$ cat config.mk
export PLATFORM = sky130hd
export DESIGN_NAME = bhte_mod_unit
export DESIGN_NICKNAME = d
export VERILOG_FILES = /design/src/hdl/assert_macros.svh /design/src/hdl/bhte_pkg.sv /design/src/hdl/bhte_mod_unit.sv
export SDC_FILE = /design/constraint.sdc
export NUM_CORES = 1
export LEC_CHECK = 0
export ABC_AREA = 0
export BUFFER_PORTS_ARGS = -buffer_cell sky130_fd_sc_hd__buf_4
export CAP_MARGIN = 20
export CELL_PAD_IN_SITES_DETAIL_PLACEMENT = 1
export CELL_PAD_IN_SITES_GLOBAL_PLACEMENT = 2
export CORE_MARGIN = 1.5
export CORE_UTILIZATION = 40
export CTS_BUF_LIST = sky130_fd_sc_hd__clkbuf_16
export DETAILED_ROUTE_END_ITERATION = 10
export GPL_ROUTABILITY_DRIVEN = 0
export HOLD_SLACK_MARGIN = 0.03
export PLACE_DENSITY_LB_ADDON = 0.2
export REMOVE_ABC_BUFFERS = 1
export SYNTH_ARGS = -nofsm -noshare
export SYNTH_HDL_FRONTEND = slang
export SYNTH_SLANG_ARGS = --single-unit
$ cat constraint.sdc
create_clock -name clk -period 5.7 [get_ports clk]
set_input_delay 1.14 -clock clk [delete_from_list [all_inputs] [get_ports clk]]
set_output_delay 1.14 -clock clk [all_outputs]
set_load 0.02 [all_outputs]
$ cat src/hdl/assert_macros.svh
// assertion helpers for the hash table engine
`ifndef ASSERT_MACROS_SVH
`define ASSERT_MACROS_SVH
`ifndef SYNTHESIS
`define BHTE_ASSERT(lbl, clk, rst_n, prop, msg) \
    lbl: assert property (@(posedge clk) disable iff (!rst_n) prop) else $error(msg);
`define BHTE_ASSERT_ALWAYS(lbl, clk, prop, msg) \
    lbl: assert property (@(posedge clk) prop) else $error(msg);
`else
`define BHTE_ASSERT(lbl, clk, rst_n, prop, msg)
`define BHTE_ASSERT_ALWAYS(lbl, clk, prop, msg)
`endif
`endif

$ cat src/hdl/bhte_pkg.sv
// ----------------------------------------------------------------------------
// bhte_pkg
// shared types and constants of the bucketed hash table engine
// ----------------------------------------------------------------------------
package bhte_pkg;

    localparam int MAX_BUCKETS_DEF      = 256;
    localparam int SLOTS_PER_BUCKET_DEF = 4;
    localparam int KEY_BITS_DEF         = 64;
    localparam int VALUE_BITS_DEF       = 32;

    localparam int CMD_W     = 3;
    localparam int KEY_W     = 64;
    localparam int HASH_W    = 64;
    localparam int VALUE_W   = 32;
    localparam int STATUS_W  = 2;
    localparam int COUNT_W   = 11;
    localparam int BCOUNT_W  = 9;
    localparam int DIV_CNT_W = 7;

    localparam logic [BCOUNT_W-1:0] BCOUNT_RESET = 9'd256;

    typedef enum logic [CMD_W-1:0] {
        CMD_SET     = 3'd0,
        CMD_ADD     = 3'd1,
        CMD_REPLACE = 3'd2,
        CMD_DELETE  = 3'd3,
        CMD_GET     = 3'd4,
        CMD_EXISTS  = 3'd5,
        CMD_CLEAR   = 3'd6,
        CMD_NOP     = 3'd7
    } cmd_t;

    typedef enum logic [STATUS_W-1:0] {
        ST_OK        = 2'd0,
        ST_NOT_FOUND = 2'd1,
        ST_FULL      = 2'd2,
        ST_PRESENT   = 2'd3
    } status_t;

    typedef struct packed {
        logic busy;
        logic done;
    } div_stat_t;

endpackage

$ cat src/hdl/bhte_mod_unit.sv
// ----------------------------------------------------------------------------
// bhte_mod_unit
// restoring remainder unit, one dividend bit per cycle
// ----------------------------------------------------------------------------
module bhte_mod_unit
(
    input  logic                            clk,
    input  logic                            rst_n,
    input  logic                            start,
    input  logic [bhte_pkg::HASH_W-1:0]     dividend,
    input  logic [bhte_pkg::BCOUNT_W-1:0]   divisor,
    output logic [bhte_pkg::BCOUNT_W-1:0]   remainder,
    output bhte_pkg::div_stat_t             stat
);

    logic [bhte_pkg::HASH_W-1:0]    dvd_reg;
    logic [bhte_pkg::BCOUNT_W-1:0]  dvs_reg;
    logic [bhte_pkg::BCOUNT_W-1:0]  rem_reg;
    logic [bhte_pkg::DIV_CNT_W-1:0] cnt_reg;
    logic                           busy_reg;
    logic                           done_reg;
    logic [bhte_pkg::BCOUNT_W:0]    trial;
    logic [bhte_pkg::BCOUNT_W-1:0]  rem_next;

    always_comb
    begin
        trial = {rem_reg, dvd_reg[bhte_pkg::HASH_W-1]};
        if (trial >= {1'b0, dvs_reg})
        begin
            rem_next = bhte_pkg::BCOUNT_W'(trial - {1'b0, dvs_reg});
        end
        else
        begin
            rem_next = bhte_pkg::BCOUNT_W'(trial);
        end
    end

    always_ff @(posedge clk or negedge rst_n)
    begin
        if (!rst_n)
        begin
            busy_reg <= 1'b0;
            done_reg <= 1'b0;
            cnt_reg  <= '0;
        end
        else
        begin
            done_reg <= 1'b0;
            if (start)
            begin
                busy_reg <= 1'b1;
                cnt_reg  <= '0;
            end
            else if (busy_reg)
            begin
                cnt_reg <= cnt_reg + 1'b1;
                if (cnt_reg == bhte_pkg::DIV_CNT_W'(bhte_pkg::HASH_W - 1))
                begin
                    busy_reg <= 1'b0;
                    done_reg <= 1'b1;
                end
            end
        end
    end

    always_ff @(posedge clk)
    begin
        if (start)
        begin
            dvd_reg <= dividend;
            dvs_reg <= divisor;
            rem_reg <= '0;
        end
        else if (busy_reg)
        begin
            dvd_reg <= {dvd_reg[bhte_pkg::HASH_W-2:0], 1'b0};
            rem_reg <= rem_next;
        end
    end

    assign remainder = rem_reg;
    assign stat.busy = busy_reg;
    assign stat.done = done_reg;

endmodule

== Word level (Yosys, flattened, before mapping) ==
Cells that the tools add are included.
Storage, ports and cells
  bits in registers: 91
  bits of input ports: 76
  output and inout port bits: 11
  logic and storage cells: 22
Operators by class
  add/subtract/negate cells: 2
  $lt $le $gt $ge: 1
  equality and inequality tests: 1
  multiplexer cells: 11
  reduce and logical (&&, ||, !) cells: 1
Operators with widths (number)
  64-bit two-way mux: 2
  7-bit two-way mux: 2
  10-bit by 9-bit greater-or-equal comparator with 1-bit output: 1
  9-bit two-way mux: 1
  9-bit subtractor: 1
  7-bit by 1-bit adder with 7-bit output, second input constant: 1
  7-bit by 6-bit equality test with 1-bit output, second input constant: 1
  1-bit two-way mux: 6
  2-bit nonzero test: 1

== Logic depth before layout (Yosys ltp) ==
  word-level depth: 4
  mapped depth: 9
  mapped depth without buffers: 9

== Least setup slack after synthesis ==
OpenSTA, ideal clock, no wires.
  path kind: input to register
  start: input start
  end: register dvd_reg[0] in the netlist's numbering, enable pin
  setup time: 0.394 ns
  arrival time: 2.603 ns
  required time: 5.306 ns
  slack: 2.702 ns
  cell stages on the path: 3
  buffers on the path: 2
  cell sequence: clkbuf_1 > clkbuf_1 > or2_2
Between the ends
  word-level cells in the longest chain between the ends: 1
RTL lines
  from (decl): RTL line bhte_mod_unit.sv:9  | input logic start,
  2-bit nonzero test (no line)
  to (signal assigned): RTL line bhte_mod_unit.sv:70  | dvd_reg <= dividend;
  to (signal assigned): RTL line bhte_mod_unit.sv:76  | dvd_reg <= {dvd_reg[bhte_pkg::HASH_W-2:0], 1'b0};
  to (decl): RTL line bhte_mod_unit.sv:16  | logic [bhte_pkg::HASH_W-1:0] dvd_reg;
Every way passes these cells.
A chain may end at the register's enable or synchronous reset.

== Worst setup path after layout ==
  start: register busy_reg
  end: output stat[1] in the netlist's numbering
RTL lines
  from (decl): RTL line bhte_mod_unit.sv:20  | logic busy_reg;
  from (signal assigned): RTL line bhte_mod_unit.sv:42  | busy_reg <= 1'b0;
  from (signal assigned): RTL line bhte_mod_unit.sv:51  | busy_reg <= 1'b1;
  from (signal assigned): RTL line bhte_mod_unit.sv:59  | busy_reg <= 1'b0;
  to (decl): RTL line bhte_mod_unit.sv:13  | output bhte_pkg::div_stat_t stat
No word-level cell between the ends.

==> flow_summary_export.csv <==
group,metric,value,unit
timing,hold_violations,0,
placed_design,place_ws,2.64,ns
route,routed_via_density,5.07,
worst_setup_path,arrival,1.60,ns
global_routing,grt_max_degree,65,
global_routing,grt_overflow,0,
layout,nets,465,
worst_setup_path,crit_chain,"buf_4",
floorplanning,io_pins,87,
synthesis,ys_warn_count,0,
synthesis,syn_inst,295,
worst_setup_path,startpoint_type,"flop",
placed_design,port-buffer-count,86,
flow_run,drv_cap,0,
clock_tree,cts_resized,0,
worst_setup_path,path_delay_family,"flip-flops",
global_routing,antenna_found_initial,0,
route,top_layer,"met4",
route,wl,8310,um
timing,setup_viol,0,
timing,period_minus_slack,2.74,ns
clock_tree,ctsHoldBuffers,0,
clock_tree,numCtsBuffers,9,
global_routing,track_usage,16.0,%
route,wl_met2,3960,um
worst_setup_path,crit_type,"flop to output pin",
hold_path,hold_class,"flop to flop",
floorplanning,start_util,41.2,%
route,routedLengthMet1,3630,um
clock_tree,cts_max_path_buffers,2,
timing,finClkSkew,0.00788,ns
floorplanning,dieArea,0.0112,mm^2
outcome,status,"finished clean",
layout,diodes,0,
floorplanning,rows,37,
synthesis,synth_area_leader_cell,"edfxtp_1",
timing,worstMarginPinSlew,0.984,ns
synthesis,synth_seq_cells,91,
timing,max_slew_margin,34.4,%
synthesis,synth.distinct_cells,43,
synthesis,syn_area,0.00425,mm^2
route,ant_nets,0,
power,ir_worst_vdd,0.172,mV
clock_tree,clk_latency,0.33,ns
synthesis,synth_area_leaders,"edfxtp_1, mux2_2, dfrtp_1",
synthesis,yosysTopAreaCellShare,51.6,%
layout,largest_reg_flops,64,
synthesis,synth_edf_count,73,
clock_tree,cts_tree,"yes",
timing,setup_tns,0,ns
placed_design,hpwl,5540,um
timing,rsz0062_at_grt,"false",
worst_setup_path,crit_path_end_kind,"output pin",
layout,syn_to_final_growth,24.8,%
global_routing,first_global_vias,2794,
clock_tree,clk_pin_slew,0.06,ns
worst_setup_path,worstPathMaxFanout,28,
timing,finalCritPeriodShare,48.1,%
timing,final_max_slew_viol_count,0,
route,route.detailed.drc,0,
worst_setup_path,cp.required,4.56,ns
synthesis,ys_async_sr_fraction,9.89,%
floorplanning,core_area,0.0103,mm^2
synthesis,ys_seq_area_share,61.1,%
floorplanning,die_width,106,um
layout,drive_gt1_share,45.3,%
route,wl_per_cell,16.0,um
global_routing,grt_pass1_wl,13900,um
synthesis,syn_avg_cell_area,14.4,um^2
clock_tree,cts_sinks,91,
worst_setup_path,crit_buf_inv,1,
clock_tree,cts_setup_buffers,0,
route,num_vias,2626,
route,route.met3.wl,645,um
clock_tree,root_buffer,"clkbuf_16",
floorplanning,die_y,106,um
timing,setup_ws,2.96,ns
layout,mostFrequentLayoutCells,"buf_4, edfxtp_1, mux2_2",
synthesis,synthFlopType,"edfxtp_1",
power,powerDensity,364,mW/mm^2
route,drt-initial-drc-count,90,
worst_setup_path,slowest_delay,0.99,ns
timing,fmax,365,MHz
route,drt_pass1_iterations,4,
power,leakagePower,2.15,nW
clock_tree,htreeDepth,3,
worst_setup_path,cp_slowest_cell,"dfrtp_1",
layout,final_common_cell,"buf_4",
-- where the power goes --
part	internal, mW	switching, mW
Combinational	0.241	0.248
Sequential	0.806	0.0472
Clock	0.338	0.252
Total	1.38	0.547
-- cell type report --
class                           count  area [um^2]
Timing Repair Buffer               88          661
Inverter                           11         41.3
Clock inverter                      6         66.3
Fill cell                        1056         5020
Multi-Input combinational cell    177         1540
Tap cell                          136          170
Clock buffer                        9          225
Sequential cell                    91         2600
-- kinds of logic (layout without fill, tap and decap cells) --
| kind of cell | Yosys count | in the layout | share of synthesized area [%] |
|---|---|---|---|
| and+or+nand+nor | 53 | 53 | 6.74 |
| AOI/OAI and AO/OA | 35 | 35 | 6.10 |
| DFF | 91 | 91 | 61.1 |
| muxes | 70 | 70 | 18.3 |
| xor gates and xnor gates | 8 | 8 | 1.65 |
| adders and majority gates | 11 | 11 | 3.42 |
| buffers and inverters | 27 | 114 | 2.62 |
-- stage by stage --
| step | instance area [um^2] | util [%] | total power, mW | hold WS (ns) | cells |
|---|---|---|---|---|---|
| floorplan | 4180 | - | 1.19 | 0.508 | 279 |
| global placement | 5010 | 48.5 | 1.35 | 0.512 | 503 |
| detailed placement | 5010 | 48.5 | 1.36 | 0.525 | 503 |
| CTS | 5300 | 51.4 | 1.96 | 0.535 | 518 |
| global route | 5300 | 51.4 | 2.04 | 0.554 | 518 |
| finish | 5300 | 51.4 | 1.93 | 0.528 | 518 |
-- worst paths after layout --
kind	from	to	slack (ns)	cells past startpoint
min in group asynchronous	rst_n	cnt_reg[4]	0.62	1
worst max-delay path	busy_reg	stat[1]	2.96	1
worst max register to register	dvd_reg[63]	remainder[3]	3.01	9
worst min-delay path	remainder[4]	remainder[4]	0.53	2
max in group asynchronous	rst_n	cnt_reg[6]	4.94	1
worst min register to register	remainder[4]	remainder[4]	0.53	2
-- routing by layer --
layer | vias up | GRT usage, %
li1 | 1280 | -
met1 | 1284 | 19.5
met2 | 57 | 25.9
met3 | 5 | 6.56
met4 | 0 | 4.92
met5 | - | 0
-- synthesized netlist by cell type (2+ instances only) --
library cell,count
edfxtp_1,73
mux2_2,63
nor2_1,18
clkbuf_1,12
inv_1,11
ha_1,10
nand2_1,10
dfrtp_1,9
dfxtp_1,9
a21oi_1,8
a211oi_1,7
mux2i_1,7
xor2_1,6
o211ai_1,4
a311oi_1,3
nand2b_1,3
nand3_1,3
nand4_1,3
o21ai_0,3
or3_1,3
a21o_1,2
and2_1,2
buf_2,2
buf_4,2
nand3b_1,2
nor3b_1,2
xnor2_1,2
(Power assumes the default switching activity.)
